===== config.mk =====
export PLATFORM = sky130hd
export DESIGN_NAME = bmp_pixel_unpacker
export DESIGN_NICKNAME = d
export VERILOG_FILES = /design/src/hdl/bpu_pkg.sv /design/src/hdl/bpu_front.sv /design/src/hdl/bpu_queue.sv /design/src/hdl/bpu_back.sv /design/src/hdl/bmp_pixel_unpacker.sv
export SDC_FILE = /design/constraint.sdc
export NUM_CORES = 1
export LEC_CHECK = 0
export BUFFER_PORTS_ARGS = -buffer_cell sky130_fd_sc_hd__buf_2
export CORE_MARGIN = 2
export CORE_UTILIZATION = 50
export CTS_CLUSTER_DIAMETER = 30
export DETAILED_ROUTE_END_ITERATION = 10
export GPL_TIMING_DRIVEN = 0
export HOLD_SLACK_MARGIN = 0.06
export PLACE_DENSITY = 0.69
export SKIP_LAST_GASP = 1
export SLEW_MARGIN = 10
export SYNTH_ARGS = -nofsm -noshare
export SYNTH_HDL_FRONTEND = slang
export SYNTH_SLANG_ARGS = --single-unit

===== constraint.sdc =====
create_clock -name clock -period 11.19 [get_ports clock]
set_clock_uncertainty 0.05 [all_clocks]
set_input_delay 1.6785 -clock clock [delete_from_list [all_inputs] [get_ports clock]]
set_output_delay 1.6785 -clock clock [all_outputs]
set_load 0.01 [all_outputs]

===== src/hdl/bpu_pkg.sv =====
// Shared types and constants of the BMP pixel unpacker.
// Used by bpu_front, bpu_queue, bpu_back and bmp_pixel_unpacker; no dependencies.
`default_nettype none

package bpu_pkg;

   localparam int DIM_W           = 13;
   localparam int COORD_W         = 12;
   localparam int CSR_INDEX_W     = 3;
   localparam int CSR_DATA_W      = 24;
   localparam int DEF_MAX_WIDTH   = 4096;
   localparam int DEF_MAX_HEIGHT  = 4096;
   localparam int DEF_QUEUE_DEPTH = 4;

   // depth_mode codes; code 3 behaves as 32 bpp
   localparam logic [1:0] MODE_MONO = 2'd0;
   localparam logic [1:0] MODE_RGB  = 2'd1;

   typedef enum logic [CSR_INDEX_W-1:0] {
      CSR_WIDTH    = 3'd0,
      CSR_HEIGHT   = 3'd1,
      CSR_DEPTH    = 3'd2,
      CSR_TOP_DOWN = 3'd3,
      CSR_ORDER    = 3'd4,
      CSR_PAL_ZERO = 3'd5,
      CSR_PAL_ONE  = 3'd6
   } csr_index_type;

   localparam logic [DIM_W-1:0] RST_WIDTH    = 13'd1;
   localparam logic [DIM_W-1:0] RST_HEIGHT   = 13'd1;
   localparam logic [1:0]       RST_DEPTH    = MODE_RGB;
   localparam logic             RST_TOP_DOWN = 1'b0;
   localparam logic [7:0]       RST_ORDER    = 8'd198;
   localparam logic [23:0]      RST_PAL_ZERO = 24'h000000;
   localparam logic [23:0]      RST_PAL_ONE  = 24'hFFFFFF;

   typedef struct packed {
      logic [DIM_W-1:0] image_width;
      logic [DIM_W-1:0] image_height;
      logic [1:0]       depth_mode;
      logic             top_down;
      logic [7:0]       channel_order;
      logic [23:0]      palette_zero;
      logic [23:0]      palette_one;
   } cfg_type;

   // one queued job: a run of up to eight 1 bpp pixels, or one finished color pixel
   typedef struct packed {
      logic               mono;
      logic [7:0]         bits;
      logic [3:0]         count;
      logic [COORD_W-1:0] x;
      logic [COORD_W-1:0] y;
      logic [7:0]         red;
      logic [7:0]         green;
      logic [7:0]         blue;
      logic [7:0]         alpha;
   } job_type;

endpackage

`default_nettype wire


===== src/hdl/bpu_front.sv =====
// Front end: accepts raw bytes, tracks row position and padding, builds jobs.
// Depends on bpu_pkg.
`default_nettype none

module bpu_front #(
   parameter int MAX_WIDTH  = bpu_pkg::DEF_MAX_WIDTH,
   parameter int MAX_HEIGHT = bpu_pkg::DEF_MAX_HEIGHT
) (
   input  wire logic             clock,
   input  wire logic             reset,
   input  wire bpu_pkg::cfg_type cfg,
   input  wire logic             req_valid,
   output logic                  req_ready,
   input  wire logic [7:0]       req_pixel_byte,
   input  wire logic             q_full,
   output logic                  q_push,
   output bpu_pkg::job_type      q_job
);
   import bpu_pkg::*;

   localparam int DimMax = (1 << DIM_W) - 1;
   localparam logic [DIM_W-1:0] MaxW = (MAX_WIDTH  > DimMax) ? DIM_W'(DimMax) : DIM_W'(MAX_WIDTH);
   localparam logic [DIM_W-1:0] MaxH = (MAX_HEIGHT > DimMax) ? DIM_W'(DimMax) : DIM_W'(MAX_HEIGHT);

   logic [14:0]      rbp_ff, rbp_in;
   logic [DIM_W-1:0] col_ff, col_in;
   logic [DIM_W-1:0] row_ff, row_in;
   logic [23:0]      gather_ff, gather_in;
   logic [1:0]       phase_ff, phase_in;

   logic             accept;
   logic [DIM_W-1:0] w, h, rem, y_flip;
   logic             mono, rgb, in_data, has_col, capture;
   logic [14:0]      data_bytes, padded, rbp_next;
   logic [15:0]      pad_sum;
   logic [3:0]       n_pix;
   logic [1:0]       last_phase;
   logic [7:0]       b0, b1, b2, b3;
   logic [31:0]      pix_bytes;

   function automatic logic [7:0] pick(logic [31:0] bytes, logic [1:0] idx);
      return bytes[8*idx +: 8];
   endfunction

   assign req_ready = !q_full;
   assign accept    = req_valid && req_ready;

   always_comb begin
      priority if (cfg.image_width == '0) begin
         w = DIM_W'(1);
      end else if (cfg.image_width > MaxW) begin
         w = MaxW;
      end else begin
         w = cfg.image_width;
      end
      priority if (cfg.image_height == '0) begin
         h = DIM_W'(1);
      end else if (cfg.image_height > MaxH) begin
         h = MaxH;
      end else begin
         h = cfg.image_height;
      end

      mono = (cfg.depth_mode == MODE_MONO);
      rgb  = (cfg.depth_mode == MODE_RGB);
      priority if (mono) begin
         data_bytes = 15'((16'(w) + 16'd7) >> 3);
      end else if (rgb) begin
         data_bytes = 15'({2'b00, w} << 1) + 15'(w);
      end else begin
         data_bytes = 15'({w, 2'b00});
      end
      pad_sum = (16'(data_bytes) + 16'd3) & ~16'd3;
      padded  = pad_sum[14:0];

      y_flip  = h - DIM_W'(1) - row_ff;
      in_data = (rbp_ff < data_bytes);
      has_col = (col_ff < w);
      rem     = w - col_ff;
      n_pix   = (rem >= DIM_W'(8)) ? 4'd8 : rem[3:0];

      last_phase = rgb ? 2'd2 : 2'd3;
      capture    = (phase_ff < last_phase);

      b0 = gather_ff[7:0];
      b1 = gather_ff[15:8];
      b2 = rgb ? req_pixel_byte : gather_ff[23:16];
      b3 = rgb ? 8'd0 : req_pixel_byte;
      pix_bytes = {b3, b2, b1, b0};

      q_job.mono  = mono;
      q_job.bits  = req_pixel_byte;
      q_job.count = mono ? n_pix : 4'd1;
      q_job.x     = col_ff[COORD_W-1:0];
      q_job.y     = cfg.top_down ? row_ff[COORD_W-1:0] : y_flip[COORD_W-1:0];
      q_job.red   = pick(pix_bytes, cfg.channel_order[1:0]);
      q_job.green = pick(pix_bytes, cfg.channel_order[3:2]);
      q_job.blue  = pick(pix_bytes, cfg.channel_order[5:4]);
      q_job.alpha = rgb ? 8'd255 : pick(pix_bytes, cfg.channel_order[7:6]);

      q_push = accept && in_data && has_col && (mono || !capture);

      // next state, applied only on an accepted beat
      rbp_in    = rbp_ff;
      col_in    = col_ff;
      row_in    = row_ff;
      gather_in = gather_ff;
      phase_in  = phase_ff;
      rbp_next  = rbp_ff + 15'd1;
      if (accept) begin
         if (in_data) begin
            if (mono) begin
               if (has_col) begin
                  col_in = col_ff + DIM_W'(n_pix);
               end
            end else if (capture) begin
               unique case (phase_ff)
                  2'd0:    gather_in[7:0]   = req_pixel_byte;
                  2'd1:    gather_in[15:8]  = req_pixel_byte;
                  default: gather_in[23:16] = req_pixel_byte;
               endcase
               phase_in = phase_ff + 2'd1;
            end else begin
               if (has_col) begin
                  col_in = col_ff + DIM_W'(1);
               end
               phase_in = 2'd0;
            end
         end
         rbp_in = rbp_next;
         // end of padded row: restart column, wrap the row counter
         if (rbp_next >= padded) begin
            rbp_in   = '0;
            col_in   = '0;
            phase_in = 2'd0;
            row_in   = ((14'(row_ff) + 14'd1) >= 14'(h)) ? '0 : row_ff + DIM_W'(1);
         end
      end
   end

   always_ff @(posedge clock) begin
      if (reset) begin
         rbp_ff    <= '0;
         col_ff    <= '0;
         row_ff    <= '0;
         gather_ff <= '0;
         phase_ff  <= '0;
      end else begin
         rbp_ff    <= rbp_in;
         col_ff    <= col_in;
         row_ff    <= row_in;
         gather_ff <= gather_in;
         phase_ff  <= phase_in;
      end
   end

endmodule

`default_nettype wire


===== src/hdl/bpu_queue.sv =====
// Job queue between front and back: a small register FIFO.
// Depends on bpu_pkg.
`default_nettype none

module bpu_queue #(
   parameter int DEPTH = bpu_pkg::DEF_QUEUE_DEPTH
) (
   input  wire logic             clock,
   input  wire logic             reset,
   input  wire logic             push,
   input  wire bpu_pkg::job_type push_job,
   output logic                  full,
   input  wire logic             pop,
   output logic                  head_valid,
   output bpu_pkg::job_type      head_job
);
   import bpu_pkg::*;

   localparam int AW = (DEPTH > 1) ? $clog2(DEPTH) : 1;
   localparam logic [AW-1:0] LastPtr = AW'(DEPTH - 1);

   job_type       mem_ff [DEPTH];
   logic [AW-1:0] wr_ptr_ff, wr_ptr_in;
   logic [AW-1:0] rd_ptr_ff, rd_ptr_in;
   logic [AW:0]   count_ff, count_in;
   logic          do_push, do_pop;

   assign full       = (count_ff == (AW+1)'(DEPTH));
   assign head_valid = (count_ff != '0);
   assign head_job   = mem_ff[rd_ptr_ff];
   assign do_push    = push && !full;
   assign do_pop     = pop && head_valid;

   always_comb begin
      wr_ptr_in = wr_ptr_ff;
      rd_ptr_in = rd_ptr_ff;
      count_in  = count_ff;
      if (do_push) begin
         wr_ptr_in = (wr_ptr_ff == LastPtr) ? '0 : wr_ptr_ff + AW'(1);
      end
      if (do_pop) begin
         rd_ptr_in = (rd_ptr_ff == LastPtr) ? '0 : rd_ptr_ff + AW'(1);
      end
      unique case ({do_push, do_pop})
         2'b10:   count_in = count_ff + (AW+1)'(1);
         2'b01:   count_in = count_ff - (AW+1)'(1);
         default: count_in = count_ff;
      endcase
   end

   always_ff @(posedge clock) begin
      if (reset) begin
         wr_ptr_ff <= '0;
         rd_ptr_ff <= '0;
         count_ff  <= '0;
      end else begin
         wr_ptr_ff <= wr_ptr_in;
         rd_ptr_ff <= rd_ptr_in;
         count_ff  <= count_in;
      end
   end

   always_ff @(posedge clock) begin
      if (do_push) begin
         mem_ff[wr_ptr_ff] <= push_job;
      end
   end

endmodule

`default_nettype wire


===== src/hdl/bpu_back.sv =====
// Back end: expands jobs into output-register pixels, one per cycle unless stalled.
// Depends on bpu_pkg.
`default_nettype none

module bpu_back (
   input  wire logic             clock,
   input  wire logic             reset,
   input  wire logic [23:0]      palette_zero,
   input  wire logic [23:0]      palette_one,
   input  wire logic             q_valid,
   input  wire bpu_pkg::job_type q_job,
   output logic                  q_pop,
   output logic                  rsp_valid,
   input  wire logic             rsp_ready,
   output logic [11:0]           rsp_pos_x,
   output logic [11:0]           rsp_pos_y,
   output logic [7:0]            rsp_red,
   output logic [7:0]            rsp_green,
   output logic [7:0]            rsp_blue,
   output logic [7:0]            rsp_alpha,
   output logic                  rsp_last_of_run
);
   import bpu_pkg::*;

   job_type     cur_ff, cur_in;
   logic        cur_valid_ff, cur_valid_in;
   logic        rsp_valid_ff, rsp_valid_in;
   logic [11:0] x_ff, y_ff;
   logic [7:0]  r_ff, g_ff, b_ff, a_ff;
   logic        last_ff;
   logic        emit, cur_done;
   logic [31:0] pix;

   assign emit     = cur_valid_ff && (!rsp_valid_ff || rsp_ready);
   assign cur_done = emit && (cur_ff.count == 4'd1);
   assign q_pop    = q_valid && (!cur_valid_ff || cur_done);

   always_comb begin
      if (!cur_ff.mono) begin
         pix = {cur_ff.red, cur_ff.green, cur_ff.blue, cur_ff.alpha};
      end else if (cur_ff.bits[7]) begin
         pix = {palette_one, 8'd255};
      end else begin
         pix = {palette_zero, 8'd0};
      end

      cur_in = cur_ff;
      if (q_pop) begin
         cur_in = q_job;
      end else if (emit) begin
         // advance to the next bit of the run
         cur_in.bits  = {cur_ff.bits[6:0], 1'b0};
         cur_in.count = cur_ff.count - 4'd1;
         cur_in.x     = cur_ff.x + 12'd1;
      end
      cur_valid_in = q_pop ? 1'b1 : (cur_done ? 1'b0 : cur_valid_ff);
      rsp_valid_in = emit ? 1'b1 : (rsp_ready ? 1'b0 : rsp_valid_ff);
   end

   always_ff @(posedge clock) begin
      if (reset) begin
         cur_valid_ff <= 1'b0;
         rsp_valid_ff <= 1'b0;
      end else begin
         cur_valid_ff <= cur_valid_in;
         rsp_valid_ff <= rsp_valid_in;
      end
   end

   always_ff @(posedge clock) begin
      cur_ff <= cur_in;
      if (emit) begin
         x_ff    <= cur_ff.x;
         y_ff    <= cur_ff.y;
         r_ff    <= pix[31:24];
         g_ff    <= pix[23:16];
         b_ff    <= pix[15:8];
         a_ff    <= pix[7:0];
         last_ff <= (cur_ff.count == 4'd1);
      end
   end

   assign rsp_valid       = rsp_valid_ff;
   assign rsp_pos_x       = x_ff;
   assign rsp_pos_y       = y_ff;
   assign rsp_red         = r_ff;
   assign rsp_green       = g_ff;
   assign rsp_blue        = b_ff;
   assign rsp_alpha       = a_ff;
   assign rsp_last_of_run = last_ff;

endmodule

`default_nettype wire


===== src/hdl/bmp_pixel_unpacker.sv =====
// BMP pixel unpacker: one raw pixel-array byte in per beat, RGBA pixels with x/y out.
// A byte's job passes the job queue, current-job register, then output register.
// Throughput: one byte per cycle in 24/32 bpp while the queue has room; the back end
// issues one pixel per cycle unless stalled, so a 1 bpp byte holds it for its n pixels.
// Reset (synchronous): counters, job queue and output valid cleared; registers to defaults.
// Depends on bpu_pkg, bpu_front, bpu_queue, bpu_back.
`default_nettype none

module bmp_pixel_unpacker #(
   parameter int MAX_WIDTH   = bpu_pkg::DEF_MAX_WIDTH,
   parameter int MAX_HEIGHT  = bpu_pkg::DEF_MAX_HEIGHT,
   parameter int QUEUE_DEPTH = bpu_pkg::DEF_QUEUE_DEPTH
) (
   input  wire logic                            clock,
   input  wire logic                            reset,
   input  wire logic                            csr_we,
   input  wire logic [bpu_pkg::CSR_INDEX_W-1:0] csr_index,
   input  wire logic [bpu_pkg::CSR_DATA_W-1:0]  csr_wdata,
   input  wire logic                            req_valid,
   output logic                                 req_ready,
   input  wire logic [7:0]                      req_pixel_byte,
   output logic                                 rsp_valid,
   input  wire logic                            rsp_ready,
   output logic [11:0]                          rsp_pos_x,
   output logic [11:0]                          rsp_pos_y,
   output logic [7:0]                           rsp_red,
   output logic [7:0]                           rsp_green,
   output logic [7:0]                           rsp_blue,
   output logic [7:0]                           rsp_alpha,
   output logic                                 rsp_last_of_run
);
   import bpu_pkg::*;

   cfg_type cfg_ff, cfg_in;
   logic    q_push, q_full, q_pop, q_valid;
   job_type push_job, head_job;

   always_comb begin
      cfg_in = cfg_ff;
      if (csr_we) begin
         unique case (csr_index_type'(csr_index))
            CSR_WIDTH:    cfg_in.image_width   = csr_wdata[DIM_W-1:0];
            CSR_HEIGHT:   cfg_in.image_height  = csr_wdata[DIM_W-1:0];
            CSR_DEPTH:    cfg_in.depth_mode    = csr_wdata[1:0];
            CSR_TOP_DOWN: cfg_in.top_down      = csr_wdata[0];
            CSR_ORDER:    cfg_in.channel_order = csr_wdata[7:0];
            CSR_PAL_ZERO: cfg_in.palette_zero  = csr_wdata[23:0];
            CSR_PAL_ONE:  cfg_in.palette_one   = csr_wdata[23:0];
            default:      cfg_in = cfg_ff;
         endcase
      end
   end

   always_ff @(posedge clock) begin
      if (reset) begin
         cfg_ff.image_width   <= RST_WIDTH;
         cfg_ff.image_height  <= RST_HEIGHT;
         cfg_ff.depth_mode    <= RST_DEPTH;
         cfg_ff.top_down      <= RST_TOP_DOWN;
         cfg_ff.channel_order <= RST_ORDER;
         cfg_ff.palette_zero  <= RST_PAL_ZERO;
         cfg_ff.palette_one   <= RST_PAL_ONE;
      end else begin
         cfg_ff <= cfg_in;
      end
   end

   bpu_front #(
      .MAX_WIDTH  (MAX_WIDTH),
      .MAX_HEIGHT (MAX_HEIGHT)
   ) u_front (
      .clock          (clock),
      .reset          (reset),
      .cfg            (cfg_ff),
      .req_valid      (req_valid),
      .req_ready      (req_ready),
      .req_pixel_byte (req_pixel_byte),
      .q_full         (q_full),
      .q_push         (q_push),
      .q_job          (push_job)
   );

   bpu_queue #(
      .DEPTH (QUEUE_DEPTH)
   ) u_queue (
      .clock      (clock),
      .reset      (reset),
      .push       (q_push),
      .push_job   (push_job),
      .full       (q_full),
      .pop        (q_pop),
      .head_valid (q_valid),
      .head_job   (head_job)
   );

   bpu_back u_back (
      .clock           (clock),
      .reset           (reset),
      .palette_zero    (cfg_ff.palette_zero),
      .palette_one     (cfg_ff.palette_one),
      .q_valid         (q_valid),
      .q_job           (head_job),
      .q_pop           (q_pop),
      .rsp_valid       (rsp_valid),
      .rsp_ready       (rsp_ready),
      .rsp_pos_x       (rsp_pos_x),
      .rsp_pos_y       (rsp_pos_y),
      .rsp_red         (rsp_red),
      .rsp_green       (rsp_green),
      .rsp_blue        (rsp_blue),
      .rsp_alpha       (rsp_alpha),
      .rsp_last_of_run (rsp_last_of_run)
   );

   // output register comes out of reset empty
   a_reset_empty: assert property (@(posedge clock) reset |=> !rsp_valid)
      else $error("rsp_valid high right after reset");

   // a run taken before its last pixel continues with no bubble
   a_run_no_gap: assert property (@(posedge clock) disable iff (reset)
      (rsp_valid && rsp_ready && !rsp_last_of_run) |=> rsp_valid)
      else $error("gap inside a pixel run");

   // pixels of one run sit in adjacent columns of one row
   a_run_columns: assert property (@(posedge clock) disable iff (reset)
      (rsp_valid && rsp_ready && !rsp_last_of_run) |=>
      (rsp_pos_x == 12'($past(rsp_pos_x) + 12'd1)) && (rsp_pos_y == $past(rsp_pos_y)))
      else $error("run pixels not adjacent");

   // queue never written while full
   a_no_overflow: assert property (@(posedge clock) disable iff (reset)
      q_full |-> !q_push)
      else $error("job pushed into full queue");

endmodule

`default_nettype wire

# Word-level counts from Yosys, hierarchy flattened

Memory sizes are Yosys's and may differ from the RTL's. A register that Yosys moved wholly into a read port is not among the register bits.
Index checks and enable logic that the tools add are counted.

Add/subtract/negate cells: 18
Shift-type cells: 4
Reduce and logical (&&, ||, !) cells: 42
Order comparisons: 8
Multiplexer cells: 40
Bitwise operators: 2
Eq/ne operators: 16

Operators by type and width:

| operator              | number |
|---|---|
| $mux 13               | 11 |
| $shiftx 32x6->8       | 4 |
| $mux 32               | 2 |
| $mux 24               | 2 |
| $mux 15               | 3 |
| $add 13x1->13 const B | 2 |
| $gt 13x13->1 const B  | 2 |
| $logic_not 13->1      | 2 |
| $mux 8                | 3 |
| $mux 2                | 8 |
| $reduce_and 2->1      | 8 |
| $add 14x13->15        | 1 |
| $add 15x1->15 const B | 1 |
| $add 15x2->15 const B | 1 |
| $ge 15x15->1          | 1 |
| $lt 15x15->1          | 1 |
| $reduce_and 5->1      | 3 |
| $add 13x1->14 const B | 1 |
| $add 13x3->14 const B | 1 |
| $ge 14x13->1          | 1 |
| $add 13x4->13         | 1 |
| $ge 13x4->1 const B   | 1 |
| $lt 13x13->1          | 1 |
| $sub 13x13->13        | 1 |
| 31 further kinds      | 68 |

Input port bits: 40
Register bits: 287
Output and inout port bits: 59
Logic and storage cells: 166
Bits in writable memories: 276
Memories: 1

Memory list:

| memory         | words | bits a word | rd ports | clocked after Yosys merged registers in | write ports | RTL line        | source |
|---|---|---|---|---|---|---|---|
| u_queue.mem_ff | 4     | 69          | 1        | 1                                       | 1           | bpu_queue.sv:22 | `job_type mem_ff [DEPTH];` |

# Longest topological paths before layout

Depth after elaboration: 13
Mapped depth: 32

# Cells and area by module

A second synthesis with hierarchy kept.

Cell total of the unflattened synthesis: 2122
Area, all modules: 27262.4 um^2

Modules (own cells, without submodules):

| module             | sequential area each (um^2) | times used | cells each | area an instance (um^2) |
|---|---|---|---|---|
| bpu_queue          | 8468.1                      | 1          | 415        | 10450.0 |
| bpu_front          | 1341.3                      | 1          | 1051       | 8308.0 |
| bpu_back           | 3823.7                      | 1          | 316        | 5003.5 |
| bmp_pixel_unpacker | 1701.6                      | 1          | 340        | 3500.9 |

# Worst setup path before layout

Ideal clock, no wire load.

Kind: flip-flop to flip-flop
From: register cfg_ff[79] (netlist bit)
To: memory u_queue.mem_ff[0][0] (netlist bit) (enable)
Arrival time: 7.770 ns
Slack: 2.874 ns
Stages on the path, launching flop included: 28
Buffers on the path: 4
Cell sequence: dfxtp_1 -> buf_6 -> nor4_4 -> a31oi_1 -> nor2_1 -> ha_1 -> inv_1 -> fa_1 -> or2_2 -> a21oi_1 -> o21ba_2 -> o31ai_1 -> a21o_1 -> a21oi_1 -> xnor2_1 -> a22oi_1 -> ha_1 -> nand2_1 -> o21ai_0 -> nor3_1 -> nand3b_1 -> o211ai_1 -> a211o_1 -> buf_2 -> nand3_2 -> buf_6 -> buf_2 -> nor2_1

Word-level cells in the longest chain between the ends: 13
Elaborated cells between the ends (all ways): 16
Those cells by class: add/sub (2); order compare (3); mux (6); reduce/logical (5)

RTL lines:

| what                               | RTL line                 | source |
|---|---|---|
| from (decl)                        | bmp_pixel_unpacker.sv:34 | `cfg_type cfg_ff, cfg_in;` |
| from (signal assigned)             | bmp_pixel_unpacker.sv:64 | `cfg_ff <= cfg_in;` |
| $gt 13x13->1                       | bpu_front.sv:51          | `end else if (cfg.image_width > MaxW) begin` |
| $mux 13                            | bpu_front.sv:51          |  |
| $mux 13 (*)                        | bpu_front.sv:49          | `priority if (cfg.image_width == '0) begin` |
| $add 14x13->15                     | bpu_front.sv:69          | `data_bytes = 15'({2'b00, w} << 1) + 15'(w);` |
| $mux 15                            | bpu_front.sv:68          | `end else if (rgb) begin` |
| $mux 15                            | bpu_front.sv:66          | `priority if (mono) begin` |
| $lt 15x15->1                       | bpu_front.sv:77          | `in_data = (rbp_ff < data_bytes);` |
| $logic_and 1x1->1                  | bpu_front.sv:101         | `q_push = accept && in_data && has_col && (mono \|\| !capture);` |
| $logic_and 1x1->1 (*) (2 in a row) | bpu_front.sv:101         |  |
| $logic_and 1x1->1 (*)              | bpu_queue.sv:31          | `assign do_push = push && !full;` |
| $mux 1 (*)                         | bpu_queue.sv:64          | `if (do_push) begin` |
| $mux 1 (not written as such) (*)   | bpu_queue.sv:65          | `mem_ff[wr_ptr_ff] <= push_job;` |
| to (decl)                          | bpu_queue.sv:22          |  |

Mark *: on every way between the ends. The rest lies on a longest branch, timed or not.

# Final worst setup path

From: register cfg_ff[84] (netlist bit)
To: memory u_queue.mem_ff[0][4] (netlist bit) (enable)

Same word-level chain as after synthesis.

==> run metrics <==
Post-Syn Area per Cell=12.8 µm²; Mapped Cells=a little over 2000; clk sinks=roughly 570; hold_ws=approximately 0.37 ns; Post-CTS Repair Setup Buffers=0; clk_lat worst skew=approximately 0.66 ns; H-tree Lvls=3; post-synthesis mux area share=0.114; Setup WS pre-CTS=~3.6 ns; Worst setup SP type=flip-flop; first-pass GRT wire length=98200 µm; Hold Crit Class=reg2reg; r2r setup slk=between 3 and 4 ns; gpl congestion=~0.9; Worst Hold Path EP=u_back.rsp_pos_y[8]; DR vias=17500; required time worst endpoint=roughly 11 ns; crit path buf inv count=8; most frequent cells in the layout=402 x edfxtp_1, 206 x nand2_1, 163 x dfxtp_1, 162 x a21oi_1, 120 x nor2_1; Final period util=0.685; # setup viols final=0; Setup Crit Path Kind=reg2reg; hold_sp=u_back.cur_ff[40]; fin cells=between 3000 and 4000; chip height=roughly 230 µm; top cells by area, synth=edfxtp_1 46%, dfxtp_1 12%, mux4_2 8.7%; XOR/XNOR Fraction of Synth Area=0.0261; antenna cells=0; critical path arrival=about 8.0 ns; EDFF count, synth=between 400 and 500; Yosys reg bits=between 500 and 600; hold_buf cts=0; Core Area=0.0516 mm²; adder-cell share of the synthesized area=0.0491; peak supply drop=roughly 0.15 mV; slowest stage delay, CP=between 0.5 and 0.6 ns; maximum fanout along the worst path=22; RSZ-0062 raised after global routing=no; DRC viols=0; Die Area=about 0.054 mm²; critical path's top delay family=simple AND/OR/NAND/NOR gates; Synth Area in Simple Gates=0.109; number of gates resized after cts=0; gr usage total=0.237; Area after DPL=0.0279 mm²; layout cell share with drive strength beyond 1=0.195; # fillers=~3900; ys flop type=edfxtp_1; Initial Utilization=0.508; Area Overhead vs Synth=20.0%; CTS clk-pin slew, worst paths=roughly 0.05 ns; DR WL/cell=~21 µm; TritonRoute pass-1 iters=8; initial antenna violation count=3; chip width=233 µm; yosys warns=0; P per Cell Area=about 240 mW/mm²; Post-DP HPWL=around 45000 µm; Synth cell types=80; Worst setup startpoint=cfg_ff[84]; post-synth design cell area=between 0.02 and 0.03 mm²; Post-Syn Nets=2188; Inst Count DP=2841; CTS tree=built; area of the multi-input gates=0.0102 mm²; min cycle time layout=7.66 ns; final wirelength=about 63000 µm; Nets=between 2000 and 2500; final hold violations=0; setup ws final=between 3 and 4 ns; worst hold stages=0; clock tree buffer depth=3; f_max=between 100 and 150 MHz; status=completed; post-synth top area cell=edfxtp_1; number of port buffers=98; post-route cell area=0.0315 mm²; Async S/R FF share, synth=0; total power=0.00745 W; max_slew headroom=0.282; FF-to-FF path depth=28; CTS Buf Count=roughly 100; Root Driver=clkbuf_16; largest family of logic cells by synthesized area=multiplexers; initial DRC count=around 1300; register area share after synthesis=0.585; leakage power=11.4 nW; Max-Cap Viols=0; Ports=99; Tightest Pin Transition=1.08 ns; slowest stage cell, crit path=nor3_1; total global routing overflow=0; Synth Area in Compound Gates=0.0893; Rows=83; Via density=5.76; Routed Antenna Nets=0; Critical R2R Capture=u_queue.mem_ff[0][4]; final-report max-slew violation count=0; post-synth top area share=0.460; reg2reg start=cfg_ff[84]; pin count of the biggest net entering global routing=35; vias in the first global route=17600; CP endpoint kind=flip-flop; Sequential Area=~0.015 mm²; commonest non-fill, non-tap cell in the layout=edfxtp_1
## power by group
group          switching [W]  total [W]  internal [W]
Combinational       0.000914    0.00153      0.000620
Sequential          0.000134    0.00284       0.00271
Clock                0.00111    0.00308       0.00197
Total                0.00215    0.00745       0.00530
## final cells by class
type | count | share of cell area
multi-input combinational | 1300 | 0.324
clock inverter | 76 | 0.0263
clock buffer | 120 | 0.0859
inverter | 83 | 0.00990
sequential | 565 | 0.487
timing repair buffer | 112 | 0.0262
buffer | 101 | 0.0133
tap | 680 | 0.0270
## layer usage
metal | track usage | part of all wire | vias to the layer above
li1 | - | - | 8128
met1 | 0.324 | 0.43 | 8701
met2 | 0.383 | 0.48 | 566
met3 | 0.0442 | 0.070 | 106
met4 | 0.0792 | 0.023 | 6
met5 | 0 | 0.00063 | -
## cells by family (layout without fill, tap and decap cells)
logic type	count (synthesis)	in the layout
simple gates	578	578
flops	565	565
compound gates	373	373
buf+inv	184	492
mux	171	171
fa+ha+maj	100	100
xor+xnor	78	78
## cells in the mapped netlist, types with 53 or more instances
cell,instances
nand2_1,206
o21ai_0,68
a21oi_1,162
inv_1,82
clkbuf_1,68
edfxtp_1,402
ha_1,94
xnor2_1,53
mux4_2,101
mux2i_1,59
nor2_1,124
nor2b_1,59
dfxtp_1,163
## flip-flops by register name (all words and copies together), names as in the netlist, 2 cells and up, named ones only
register / count
u_back.rsp_pos_x: 12
u_back.rsp_red: 8
u_back.rsp_pos_y: 12
u_back.rsp_blue: 8
u_front.row_ff: 13
u_queue.rd_ptr_ff: 2
cfg_ff: 85
u_front.gather_ff: 24
u_queue.wr_ptr_ff: 2
u_back.rsp_green: 8
u_queue.mem_ff: 276
u_front.rbp_ff: 15
u_back.cur_ff: 69
u_front.phase_ff: 2
u_back.rsp_alpha: 8
u_front.col_ff: 13
u_queue.count_ff: 3
## stage by stage
stage / util / setup TNS (ns)
4_1_cts: 0.610 / 0
6_report: 0.610 / 0
5_1_grt: 0.610 / 0
2_1_floorplan: - / 0
3_3_place_gp: 0.534 / -230.37
3_5_place_dp: 0.541 / 0
## worst max-delay path by stage
| stage | end | cells past startpoint |
|---|---|---|
| floorplan | u_queue.mem_ff[0][0] | 27 |
| global placement | u_queue.mem_ff[0][41] | 25 |
| detailed placement | u_queue.mem_ff[0][19] | 27 |
| CTS | u_queue.mem_ff[0][9] | 27 |
| global route | u_queue.mem_ff[0][9] | 28 |
| finish | u_queue.mem_ff[0][4] | 28 |
(Power assumes the default switching activity.)
